File: src/mtre_pkg.sv
// ----------------------------------------------------------------------------
// mtre_pkg
// Shared types and constants for the TLB refill exception entry block.
// ----------------------------------------------------------------------------
package mtre_pkg;

    // Default number of TLB entries whose address ranges are held.
    localparam int unsigned MTRE_TLB_ENTRIES_DEF = 32;

    // Item action codes.
    localparam logic [1:0] ACT_TLB_REFILL = 2'd0;
    localparam logic [1:0] ACT_GENERAL    = 2'd1;
    localparam logic [1:0] ACT_LOAD_RANGE = 2'd2;
    localparam logic [1:0] ACT_REG_WRITE  = 2'd3;

    // Access kinds.
    localparam logic [1:0] ACC_LOAD  = 2'd0;
    localparam logic [1:0] ACC_STORE = 2'd1;
    localparam logic [1:0] ACC_FETCH = 2'd2;

    // Register select codes for a register write.
    localparam logic [1:0] SEL_CAUSE   = 2'd0;
    localparam logic [1:0] SEL_STATUS  = 2'd1;
    localparam logic [1:0] SEL_CONTEXT = 2'd2;
    localparam logic [1:0] SEL_EPC     = 2'd3;

    // Coprocessor constants.
    localparam logic [31:0] CAUSE_STORE_CODE = 32'h0000_000C;
    localparam logic [31:0] CAUSE_LOAD_CODE  = 32'h0000_0008;
    localparam logic [31:0] CONTEXT_KEEP     = 32'hFF80_000F;
    localparam logic [31:0] CONTEXT_VPN_MASK = 32'h007F_FFF0;
    localparam logic [31:0] ENTRY_HI_MASK    = 32'hFFFF_E000;
    localparam logic [31:0] VEC_GENERAL      = 32'h8000_0180;
    localparam logic [31:0] VEC_REFILL       = 32'h8000_0000;
    localparam int unsigned STATUS_EXL_BIT   = 1;
    localparam int unsigned CAUSE_BD_BIT     = 31;

    // Controller states, one-hot.
    typedef enum logic [3:0] {
        ST_IDLE  = 4'b0001,
        ST_SCAN  = 4'b0010,
        ST_FLUSH = 4'b0100,
        ST_DONE  = 4'b1000
    } mtre_state_t;

    // Commands from the controller to the datapath.
    typedef struct packed {
        logic capture;
        logic scan_step;
        logic commit;
    } mtre_cmd_t;

    // Status from the datapath to the controller.
    typedef struct packed {
        logic need_scan;
        logic scan_last;
        logic out_free;
    } mtre_status_t;

endpackage

File: src/mtre_ctrl.sv
// ----------------------------------------------------------------------------
// mtre_ctrl
// Controller: sequences capture, TLB range scan and commit of one word.
// ----------------------------------------------------------------------------
module mtre_ctrl (
    input  logic                  aclk,
    input  logic                  aresetn,
    input  logic                  s_valid,
    output logic                  s_ready,
    input  mtre_pkg::mtre_status_t stat,
    output mtre_pkg::mtre_cmd_t    cmd
);
    import mtre_pkg::*;

    mtre_state_t state_reg;
    mtre_state_t state_next;

    // State register.
    always_ff @(posedge aclk) begin
        if (!aresetn) begin
            state_reg <= ST_IDLE;
        end else begin
            state_reg <= state_next;
        end
    end

    // Next state and command decode.
    always_comb begin
        state_next    = state_reg;
        cmd           = '0;
        s_ready       = 1'b0;
        unique case (state_reg)
            ST_IDLE: begin
                s_ready = 1'b1;
                if (s_valid) begin
                    cmd.capture = 1'b1;
                    state_next  = stat.need_scan ? ST_SCAN : ST_DONE;
                end
            end
            ST_SCAN: begin
                cmd.scan_step = 1'b1;
                if (stat.scan_last) begin
                    state_next = ST_FLUSH;
                end
            end
            ST_FLUSH: begin
                state_next = ST_DONE;
            end
            ST_DONE: begin
                if (stat.out_free) begin
                    cmd.commit = 1'b1;
                    state_next = ST_IDLE;
                end
            end
            default: begin
                state_next = ST_IDLE;
            end
        endcase
    end

endmodule

File: config.mk
export PLATFORM = sky130hd
export DESIGN_NAME = mtre_ctrl
export DESIGN_NICKNAME = d
export VERILOG_FILES = /design/src/mtre_pkg.sv /design/src/mtre_ctrl.sv
export SDC_FILE = /design/constraint.sdc
export NUM_CORES = 1
export LEC_CHECK = 0
export ABC_AREA = 1
export BUFFER_PORTS_ARGS = -buffer_cell sky130_fd_sc_hd__clkbuf_2
export CAP_MARGIN = 10
export CORE_AREA = 2 2 39 41
export DETAILED_ROUTE_END_ITERATION = 10
export DIE_AREA = 0 0 41 43
export GPL_ROUTABILITY_DRIVEN = 0
export SLEW_MARGIN = 20
export SYNTH_ARGS = -nofsm -noshare
export SYNTH_HDL_FRONTEND = slang
export SYNTH_SLANG_ARGS = --single-unit
File: constraint.sdc
create_clock -name aclk -period 0.9 [get_ports aclk]
set_input_delay 0.135 -clock aclk [delete_from_list [all_inputs] [get_ports aclk]]
set_output_delay 0.135 -clock aclk [all_outputs]
set_load 0.05 [all_outputs]
# Yosys cells after proc, flatten, opt, wreduce, memory -nomap -nowiden
# Cells that the tools add are included.
# Widths: inputs -> output; s select.
# word_totals
ff_bits	4
inputBits	6
output_inout_bits	4
elab_cells	20
# classes
eq_ne	7
muxes	11
reduce_logical	1
# op_table
op	n
$mux 4	4
$pmux 4 s4	1
$mux 1	6
$ne 2x2->1 const B	3
$eq 4x1->1 const B	1
$eq 4x2->1 const B	1
$eq 4x3->1 const B	1
$eq 4x4->1 const B	1
$reduce_and 3->1	1

# Logic depth before layout (Yosys ltp)
# Gate-level depths: netlist of run 1.
# logic_depth
word_depth	3
depth_mapped	7
depth_no_buf	7

# Worst setup path after synthesis of run 1
# No wires, ideal clock.
# synth_path
path_kind	register -> output
from	register state_reg[0]
to	output port cmd[0] (netlist name)
arrival_time_ps	1200
slack_ps	-435
stages_incl_launch_ff	4
cell_sequence	dfxtp_1 nor2_1 nand2_1 nor2_1
# synth_lines
element	line_no	text
start, declared	mtre_ctrl.sv:15	mtre_state_t state_reg;
start signal, assigned	mtre_ctrl.sv:23	state_reg <= state_next;
end, declared	mtre_ctrl.sv:11	output mtre_pkg::mtre_cmd_t cmd

==> results of run 1 <==
-- final cells by class --
cell class	instances	area (sq um)
inverter	8	33.8
clock buffer	3	22.5
fill	144	848
tap	16	20.0
timing repair buffer	21	193
sequential	4	87.6
multi-input combinational	25	179
-- report_power, final --
part           internal, W  total (W)  switching [W]
clock             0.000149   0.000214      0.0000650
combinational     0.000321   0.000646       0.000325
sequential        0.000208   0.000237      0.0000289
total             0.000677    0.00110       0.000419
-- cells in the final DEF, fill, tap and decap left out --
cell type   instances
buf_4              10
clkbuf_2            5
nor2_4              4
inv_1               4
inv_2               3
nor2_2              3
nand2_1             3
nand3_1             3
clkbuf_4            3
buf_8               3
dfxtp_2             3
nand2_2             2
nand3_2             2
nor2_1              2
buf_6               2
nand2_4             1
clkinvlp_4          1
nand3b_1            1
a21oi_2             1
nand4_1             1
nor3_2              1
o21ai_1             1
clkbuf_16           1
dfxtp_4             1
-- worst register-to-register path: cells and delay by family, from the launching register on --
| family | cells | cell delay (ps) |
|---|---|---|
| buffers and inverters | 3 | 250 |
| AND/OR/NAND/NOR | 6 | 470 |
| flip-flops | 1 | 360 |
-- stage by stage --
stage          util (%)  std cells  worst slack [ps]  total power [W]
6_report           38.7         77              -313          0.00110
5_1_grt            38.7         77              -387          0.00117
4_1_cts            38.2         77              -335          0.00109
3_5_place_dp       28.0         70              -207         0.000684
3_3_place_gp       28.0         70              -194         0.000683
2_1_floorplan         -         37              -180         0.000521
-- worst max path at each step --
stage                                    from  slack, ps                         to
global route        state_reg[0]$_SDFFE_PN1P_       -390                     cmd[2]
global placement    state_reg[0]$_SDFFE_PN1P_       -190                     cmd[0]
finish              state_reg[0]$_SDFFE_PN1P_       -310                     cmd[2]
CTS                 state_reg[3]$_SDFFE_PN0P_       -340                     cmd[2]
detailed placement  state_reg[0]$_SDFFE_PN1P_       -210  state_reg[3]$_SDFFE_PN0P_
floorplan           state_reg[0]$_SDFFE_PN1P_       -180  state_reg[1]$_SDFFE_PN0P_
-- logic make-up (layout without fill, tap and decap cells) --
logic type	count (synthesis)	after routing	share of synthesized area (%)
flops	4	4	33.0
compound gates	2	2	4.12
buf+inv	8	32	12.4
simple gates	23	23	50.5
-- layer usage --
layer / vias to the layer above / GRT usage [%] / routed length, um
li1: 165 / - / -
met3: 0 / 4.71 / 30
met4: 0 / 10.0 / 0
met5: - / 0 / 0
met2: 6 / 14.1 / 346
met1: 141 / 13.1 / 300
-- repair_timing --
| action | 4_1_cts | 5_1_grt |
|---|---|---|
| gates resized for setup | 23 | 4 |
| buffers inserted | 4 | 0 |
| endpoints found under the setup margin | 8 | 8 |
| pin swaps | 3 | 1 |
==> impl_metrics.env, run 1 <==
export IMPL_drt_iter0_markers=0
export IMPL_reg2reg_slack_ps=-290
export IMPL_path_depth=5
export IMPL_async_flop_share_pct=0
export IMPL_synth_edf_count=0
export IMPL_skew_ps=0.619
export IMPL_cp_common_cell="nor2_4"
export IMPL_finalWorstSetupSlack_ps=-313
export IMPL_required_ps=760
export IMPL_min_delay_start="aresetn"
export IMPL_syn_area_per_cell_sq_um=6.56
export IMPL_synth_fp_nets=43
export IMPL_tns_ps=-2010
export IMPL_antenna_found_initial=0
export IMPL_cp_top_family="flip-flops"
export IMPL_fp_dieArea_sq_um=1760
export IMPL_vdd_drop_max_v=0.000704
export IMPL_path_class="reg2out"
export IMPL_r2r_end="state_reg[3]$_SDFFE_PN0P_"
export IMPL_crit_path_max_incr_delay_ps=350
export IMPL_syn_inst=37
export IMPL_slew_headroom_pct=89.0
export IMPL_clock_sinks=4
export IMPL_grt_ovfl_total=0
export IMPL_yosysWarnings=0
export IMPL_final_area_sq_um=536
export IMPL_grt_max_degree=5
export IMPL_whs_path_depth=2
export IMPL_synth_seq_area_share_pct=33.0
export IMPL_path_cells="inv_2 -> nor2_4 -> nand2_4 -> nor2_4 -> buf_8"
export IMPL_area_delta_synth_final_pct=121
export IMPL_die_w_um=41
export IMPL_hold_path_class="in2reg"
export IMPL_tightest_slew_ps=164
export IMPL_layout_drive_gt1_share_pct=75.4
export IMPL_synth_top_cell_area_share_pct=33.0
export IMPL_port_buffers=9
export IMPL_holdWs_ps=105
export IMPL_drc=0
export IMPL_wl_per_cell_um=8.79
export IMPL_grt_pass1_wl_um=1240
export IMPL_track_usage_pct=11.0
export IMPL_drt_wl_total_um=677
export IMPL_cts_tree="done"
export IMPL_clkSlewWorstSetupHoldPaths_ps=30
export IMPL_max_freq_mhz=825
export IMPL_die_h_um=43
export IMPL_yosysMostFrequentCell="inv_1"
export IMPL_cp_max_fo=3
export IMPL_synth_top_area_cell="dfxtp_1"
export IMPL_synth_distinct_cells=14
export IMPL_ios=10
export IMPL_cts_made_buffers=3
export IMPL_arrival_ps=1080
export IMPL_start_kind="register"
export IMPL_start_util_pct=17.5
export IMPL_largest_reg_flops=4
export IMPL_core_area_sq_um=1380
export IMPL_first_global_vias=319
export IMPL_hold_violations=0
export IMPL_clockRootBuffer="clkbuf_4"
export IMPL_reg2reg_depth=9
export IMPL_n_antenna_cell=0
export IMPL_ant_nets=0
export IMPL_synthTopCellsByCount="8 x inv_1, 5 x nand2_1, 5 x nor2_1"
export IMPL_setup_viol=8
export IMPL_nets=69
export IMPL_clock_path_buffers=2
export IMPL_worstHoldEndpoint="state_reg[0]$_SDFFE_PN1P_"
export IMPL_r2r_start="state_reg[1]$_SDFFE_PN0P_"
export IMPL_slew_viol_final=0
export IMPL_h_tree_depth=1
export IMPL_power_density_nw_per_um2=2050
export IMPL_dpl_hpwl_um=490
export IMPL_fin_crit_sh_pct=135
export IMPL_drv_cap=0
export IMPL_cellLeakagePower_nw=0.254
export IMPL_drt_pre_antenna_iters=1
export IMPL_clk_latency_ps=230
export IMPL_cp_slowest_cell="dfxtp_2"
export IMPL_worst_setup_path_end_kind="primary output"
export IMPL_finalCriticalPeriod_ps=1210
export IMPL_synthTopCellsByArea="dfxtp_1 33%, inv_1 12%, nand3_1 8.2%"
export IMPL_rows=14
export IMPL_netlist_area_sq_um=243
export IMPL_status="complete, but fails checks"
export IMPL_ys_ff_latch=4
export IMPL_via_count=312
export IMPL_violations="setup timing"
export IMPL_synth_flop_cell="dfxtp_1"
export IMPL_critPathBufInv=2
export IMPL_viasPerCell=4.05
export IMPL_cts_hold_buf=0
export IMPL_dpl_instance_area_sq_um=388
export IMPL_rsz0062_at_grt="yes"
No activity file was read; power rests on OpenSTA's default activity.
==> run 2, diff against run 1 <==
Clock period 0.9 ns to 1 ns, I/O delays scaled along.
==> run 2 against run 1 <==
The run still ends with setup timing left. Largest power group unchanged. Critical path depth did not move. Clock-buffer cell count did not move. Worst setup slack improved by 69 ps.
==> impl_metrics.env, run 2 (synthesis gave the netlist of run 1 again) <==
export IMPL_final_cell_mix="8 x buf_4, 5 x nor2_4, 5 x clkbuf_2, 4 x inv_2"
export IMPL_area_delta_synth_final_pct=114
export IMPL_vdd_drop_max_v=0.000867
export IMPL_cts_hold_buf=0
export IMPL_grt_pass1_wl_um=1010
export IMPL_viasPerCell=4.07
export IMPL_ant_nets=0
export IMPL_required_ps=850
export IMPL_via_count=301
export IMPL_reg2reg_depth=8
export IMPL_start_kind="register"
export IMPL_finalWorstSetupSlack_ps=-243
export IMPL_post_layout_nonfiller_instances=74
export IMPL_cp_common_cell="nor2_4"
export IMPL_largest_reg_flops=4
export IMPL_dp_cells=68
export IMPL_clock_path_buffers=2
export IMPL_pwr_share_comb_pct=57.2
export IMPL_drv_cap=0
export IMPL_max_freq_mhz=804
export IMPL_tns_ps=-1450
export IMPL_dpl_hpwl_um=465
export IMPL_violations="setup timing"
export IMPL_cellLeakagePower_nw=0.236
export IMPL_drc=0
export IMPL_dpl_instance_area_sq_um=372
export IMPL_drt_pre_antenna_iters=4
export IMPL_power_density_nw_per_um2=1890
export IMPL_first_global_vias=277
export IMPL_nets=66
export IMPL_rows=14
export IMPL_multi_input_area_sq_um=188
export IMPL_p_switching_w=0.000391
export IMPL_holdWs_ps=127
export IMPL_slew_headroom_pct=89.1
export IMPL_power_switching_share_pct=39.7
export IMPL_finalCriticalPeriod_ps=1240
export IMPL_drt_wl_total_um=681
export IMPL_antenna_found_initial=0
export IMPL_p_clk_share_pct=20.3
export IMPL_power_frac_seq_pct=22.4
export IMPL_fp_dieArea_sq_um=1760
export IMPL_die_w_um=41
export IMPL_layout_commonest_cell="buf_4"
export IMPL_track_usage_pct=9.34
export IMPL_cp_max_fo=3
export IMPL_final_area_sq_um=520
export IMPL_grt_ovfl_total=0
export IMPL_arrival_ps=1090
export IMPL_clkSlewWorstSetupHoldPaths_ps=40
export IMPL_clockRootBuffer="clkbuf_4"
export IMPL_cellInternalPower_w=0.000594
export IMPL_path_cells="inv_2 -> nor2_4 -> nand2_4 -> nor2_4 -> buf_8"
export IMPL_die_h_um=43
export IMPL_clk_latency_ps=240
export IMPL_slew_viol_final=0
export IMPL_drt_iter0_markers=4
export IMPL_port_buffers=9
export IMPL_h_tree_depth=1
export IMPL_path_class="reg2out"
export IMPL_core_area_sq_um=1380
export IMPL_whs_path_depth=2
export IMPL_wl_per_cell_um=9.20
export IMPL_layout_drive_gt1_share_pct=77.6
export IMPL_hold_violations=0
export IMPL_crit_path_max_incr_delay_ps=370
export IMPL_hold_path_class="in2reg"
export IMPL_cts_made_buffers=3
export IMPL_status="complete, but fails checks"
export IMPL_tightest_slew_ps=164
export IMPL_worst_setup_path_end_kind="primary output"
export IMPL_setup_viol=8
export IMPL_start_util_pct=17.5
export IMPL_rsz0062_at_grt="yes"
export IMPL_cts_tree="done"
export IMPL_fin_crit_sh_pct=124
export IMPL_ios=10
export IMPL_clock_sinks=4
export IMPL_cp_slowest_cell="dfxtp_4"
export IMPL_n_antenna_cell=0
export IMPL_final_core_util_pct=37.6
export IMPL_register_area_sq_um=90.1
export IMPL_skew_ps=3.24
export IMPL_fillers=147
export IMPL_grt_max_degree=5
==> run 2: layer usage <==
| layer | vias to the layer above | routed length (um) | global-route usage [%] |
|---|---|---|---|
| li1 | 157 | - | - |
| met1 | 132 | 247 | 9.00 |
| met2 | 12 | 374 | 12.8 |
| met3 | 0 | 59 | 9.42 |
| met4 | 0 | 0 | 4.00 |
| met5 | - | 0 | 0 |
==> run 2: path summary, 6_finish.rpt <==
kind                                                start                   endpoint  slack, ps
worst max-delay path            state_reg[0]$_SDFFE_PN1P_                     cmd[2]       -240
worst min-delay path                              aresetn  state_reg[0]$_SDFFE_PN1P_        130
worst max register to register  state_reg[2]$_SDFFE_PN0P_  state_reg[3]$_SDFFE_PN0P_       -230
worst min register to register  state_reg[3]$_SDFFE_PN0P_  state_reg[0]$_SDFFE_PN1P_        650
==> run 2: power by group through the flow <==
stage               clock network, W  logic, W  registers (W)
finish                      0.000200  0.000564       0.000221
CTS                         0.000213  0.000499       0.000211
global route                0.000231  0.000596       0.000223
global placement                   0  0.000392       0.000208
detailed placement                 0  0.000392       0.000209
floorplan                          0  0.000262       0.000207
==> run 2: layout make-up <==
class / instances / area share [%]
multi-input cells: 25 / 36.1
repair buffers: 18 / 32.0
flip-flops and latches: 4 / 17.3
inverters: 8 / 6.49
clock buffers: 3 / 4.33
well taps: 16 / 3.85
==> run 2: critical path: cells and delay by family (launching register included) <==
kind	cells	cell delay, ps
DFF	1	370
and+or+nand+nor	3	290
buffers and inverters	2	200
==> run 2: per-stage QoR <==
| step | total power [W] | setup slack [ps] |
|---|---|---|
| detailed placement | 0.000601 | -124 |
| global placement | 0.000600 | -104 |
| floorplan | 0.000469 | -79.8 |
| global route | 0.00105 | -302 |
| finish | 0.000985 | -243 |
| CTS | 0.000923 | -253 |
==> run 2: repair_timing <==
action                     in CTS  in global routing
buffers inserted                2                  1
pin swaps                       3                  5
cloned                          0                  0
setup endpoints to repair       7                  8
hold endpoints to repair        0                  0
resized for setup              18                 13
==> run 3, diff against run 2 <==
Settings changed: PLACE_DENSITY set to 0.41, REMOVE_ABC_BUFFERS set to 1.
==> run 3 against run 2 <==
The run still ends with setup timing left. Worst setup slack got worse by 30 ps. Largest cell class unchanged. Via count fell by 0.33%. Critical endpoint unchanged. Combinational power rose by 4.1%. Sequential share of layout area rose by 0.57 points. Hold slack improved by 10 ps. Die area did not move. Register-to-register slack improved by 80 ps.
==> impl_metrics.env, run 3 (synthesis gave the netlist of run 1 again) <==
export IMPL_ant_nets=0
export IMPL_clkSlewWorstSetupHoldPaths_ps=40
export IMPL_multi_input_area_sq_um=189
export IMPL_grt_ovfl_total=0
export IMPL_viasPerCell=4.00
export IMPL_start_util_pct=17.5
export IMPL_slew_headroom_pct=89.9
export IMPL_skew_ps=2.52
export IMPL_setup_viol=8
export IMPL_fillers=148
export IMPL_die_h_um=43
export IMPL_drv_cap=0
export IMPL_slew_viol_final=0
export IMPL_first_global_vias=306
export IMPL_drc=0
export IMPL_drt_pre_antenna_iters=3
export IMPL_core_area_sq_um=1380
export IMPL_violations="setup timing"
export IMPL_final_core_util_pct=37.4
export IMPL_register_area_sq_um=92.6
export IMPL_worst_setup_path_end_kind="primary output"
export IMPL_clockRootBuffer="clkbuf_4"
export IMPL_drt_iter0_markers=1
export IMPL_startpoint="state_reg[0]$_SDFFE_PN1P_"
export IMPL_clock_sinks=4
export IMPL_via_count=300
export IMPL_min_delay_start="aresetn"
export IMPL_arrival_ps=1120
export IMPL_r2r_start="state_reg[2]$_SDFFE_PN0P_"
export IMPL_drt_wl_total_um=779
export IMPL_tightest_slew_ps=151
export IMPL_fp_dieArea_sq_um=1760
export IMPL_antenna_found_initial=0
export IMPL_nets=67
export IMPL_ios=10
export IMPL_clock_path_buffers=2
export IMPL_layout_drive_gt1_share_pct=69.5
export IMPL_hold_path_class="in2reg"
export IMPL_cp_max_fo=3
export IMPL_port_buffers=9
export IMPL_area_delta_synth_final_pct=113
export IMPL_fin_crit_sh_pct=127
export IMPL_cts_made_buffers=3
export IMPL_h_tree_depth=1
export IMPL_final_cell_mix="9 x buf_4, 6 x inv_1, 5 x nor2_4, 5 x nand2_1, 5 x clkbuf_2"
export IMPL_required_ps=850
export IMPL_n_antenna_cell=0
export IMPL_largest_reg_flops=4
export IMPL_hold_violations=0
export IMPL_dpl_hpwl_um=501
export IMPL_grt_max_degree=5
export IMPL_die_w_um=41
export IMPL_start_kind="register"
export IMPL_vdd_drop_max_v=0.000593
export IMPL_holdWs_ps=138
export IMPL_status="complete, but fails checks"
export IMPL_rsz0062_at_grt="yes"
export IMPL_power_density_nw_per_um2=1930
export IMPL_finalWorstSetupSlack_ps=-274
export IMPL_path_class="reg2out"
export IMPL_clk_latency_ps=230
export IMPL_cts_tree="done"
export IMPL_finalCriticalPeriod_ps=1270
export IMPL_cellLeakagePower_nw=0.252
export IMPL_wl_per_cell_um=10.4
export IMPL_rows=14
export IMPL_max_freq_mhz=785
export IMPL_layout_commonest_cell="buf_4"
export IMPL_track_usage_pct=10.2
export IMPL_grt_pass1_wl_um=1190
==> run 3: power by group <==
part / internal (W) / switching (W) / total [W]
Sequential: 0.000187 / 0.0000313 / 0.000218
Combinational: 0.000284 / 0.000302 / 0.000587
Clock: 0.000134 / 0.0000610 / 0.000195
==> run 3: final cells by class <==
| cell class | count | share of cell area, % |
|---|---|---|
| clock buffers | 3 | 4.35 |
| repair buffers | 19 | 31.6 |
| multi-input cells | 25 | 36.5 |
| well taps | 16 | 3.86 |
| flip-flops and latches | 4 | 17.9 |
| inverters | 8 | 5.80 |
==> run 3: per-stage QoR <==
stage / setup TNS, ps / setup WS, ps / total power (W) / std cells / instance area, sq um
2_1_floorplan: -526 / -350 / 0.000450 / 37 / 243
3_3_place_gp: -721 / -138 / 0.000580 / 68 / 353
3_5_place_dp: -627 / -132 / 0.000576 / 68 / 353
4_1_cts: -1290 / -274 / 0.000932 / 74 / 468
5_1_grt: -1840 / -321 / 0.00107 / 75 / 518
6_report: -1300 / -274 / 0.00100 / 75 / 518
==> run 3: per-layer routing <==
| metal | wire length (um) | global-route usage [%] |
|---|---|---|
| met2 | 448 | 17.5 |
| met5 | 0 | 0 |
| met4 | 0 | 2.00 |
| met3 | 38 | 6.28 |
| met1 | 292 | 9.97 |
==> run 3: path summary, 6_finish.rpt <==
kind	cells after the start	slack, ps	end
worst min register to register	3	660	state_reg[1]$_SDFFE_PN0P_
worst max-delay path	5	-270	cmd[2]
worst min-delay path	2	140	state_reg[0]$_SDFFE_PN1P_
worst max register to register	7	-150	state_reg[3]$_SDFFE_PN0P_
==> run 3: timing repair <==
action                     4_1_cts  5_1_grt
setup endpoints to repair        7        8
buffers inserted                 3        2
resized for setup               20       15
pin swaps                        6        7
hold buffers                     0        0
==> run 3: critical path, cell delays in order, from the launching register on <==
cell and delay, ps:
dfxtp_4 360, inv_2 50, nor2_4 130, nand2_4 80, nor2_4 130, buf_8 150
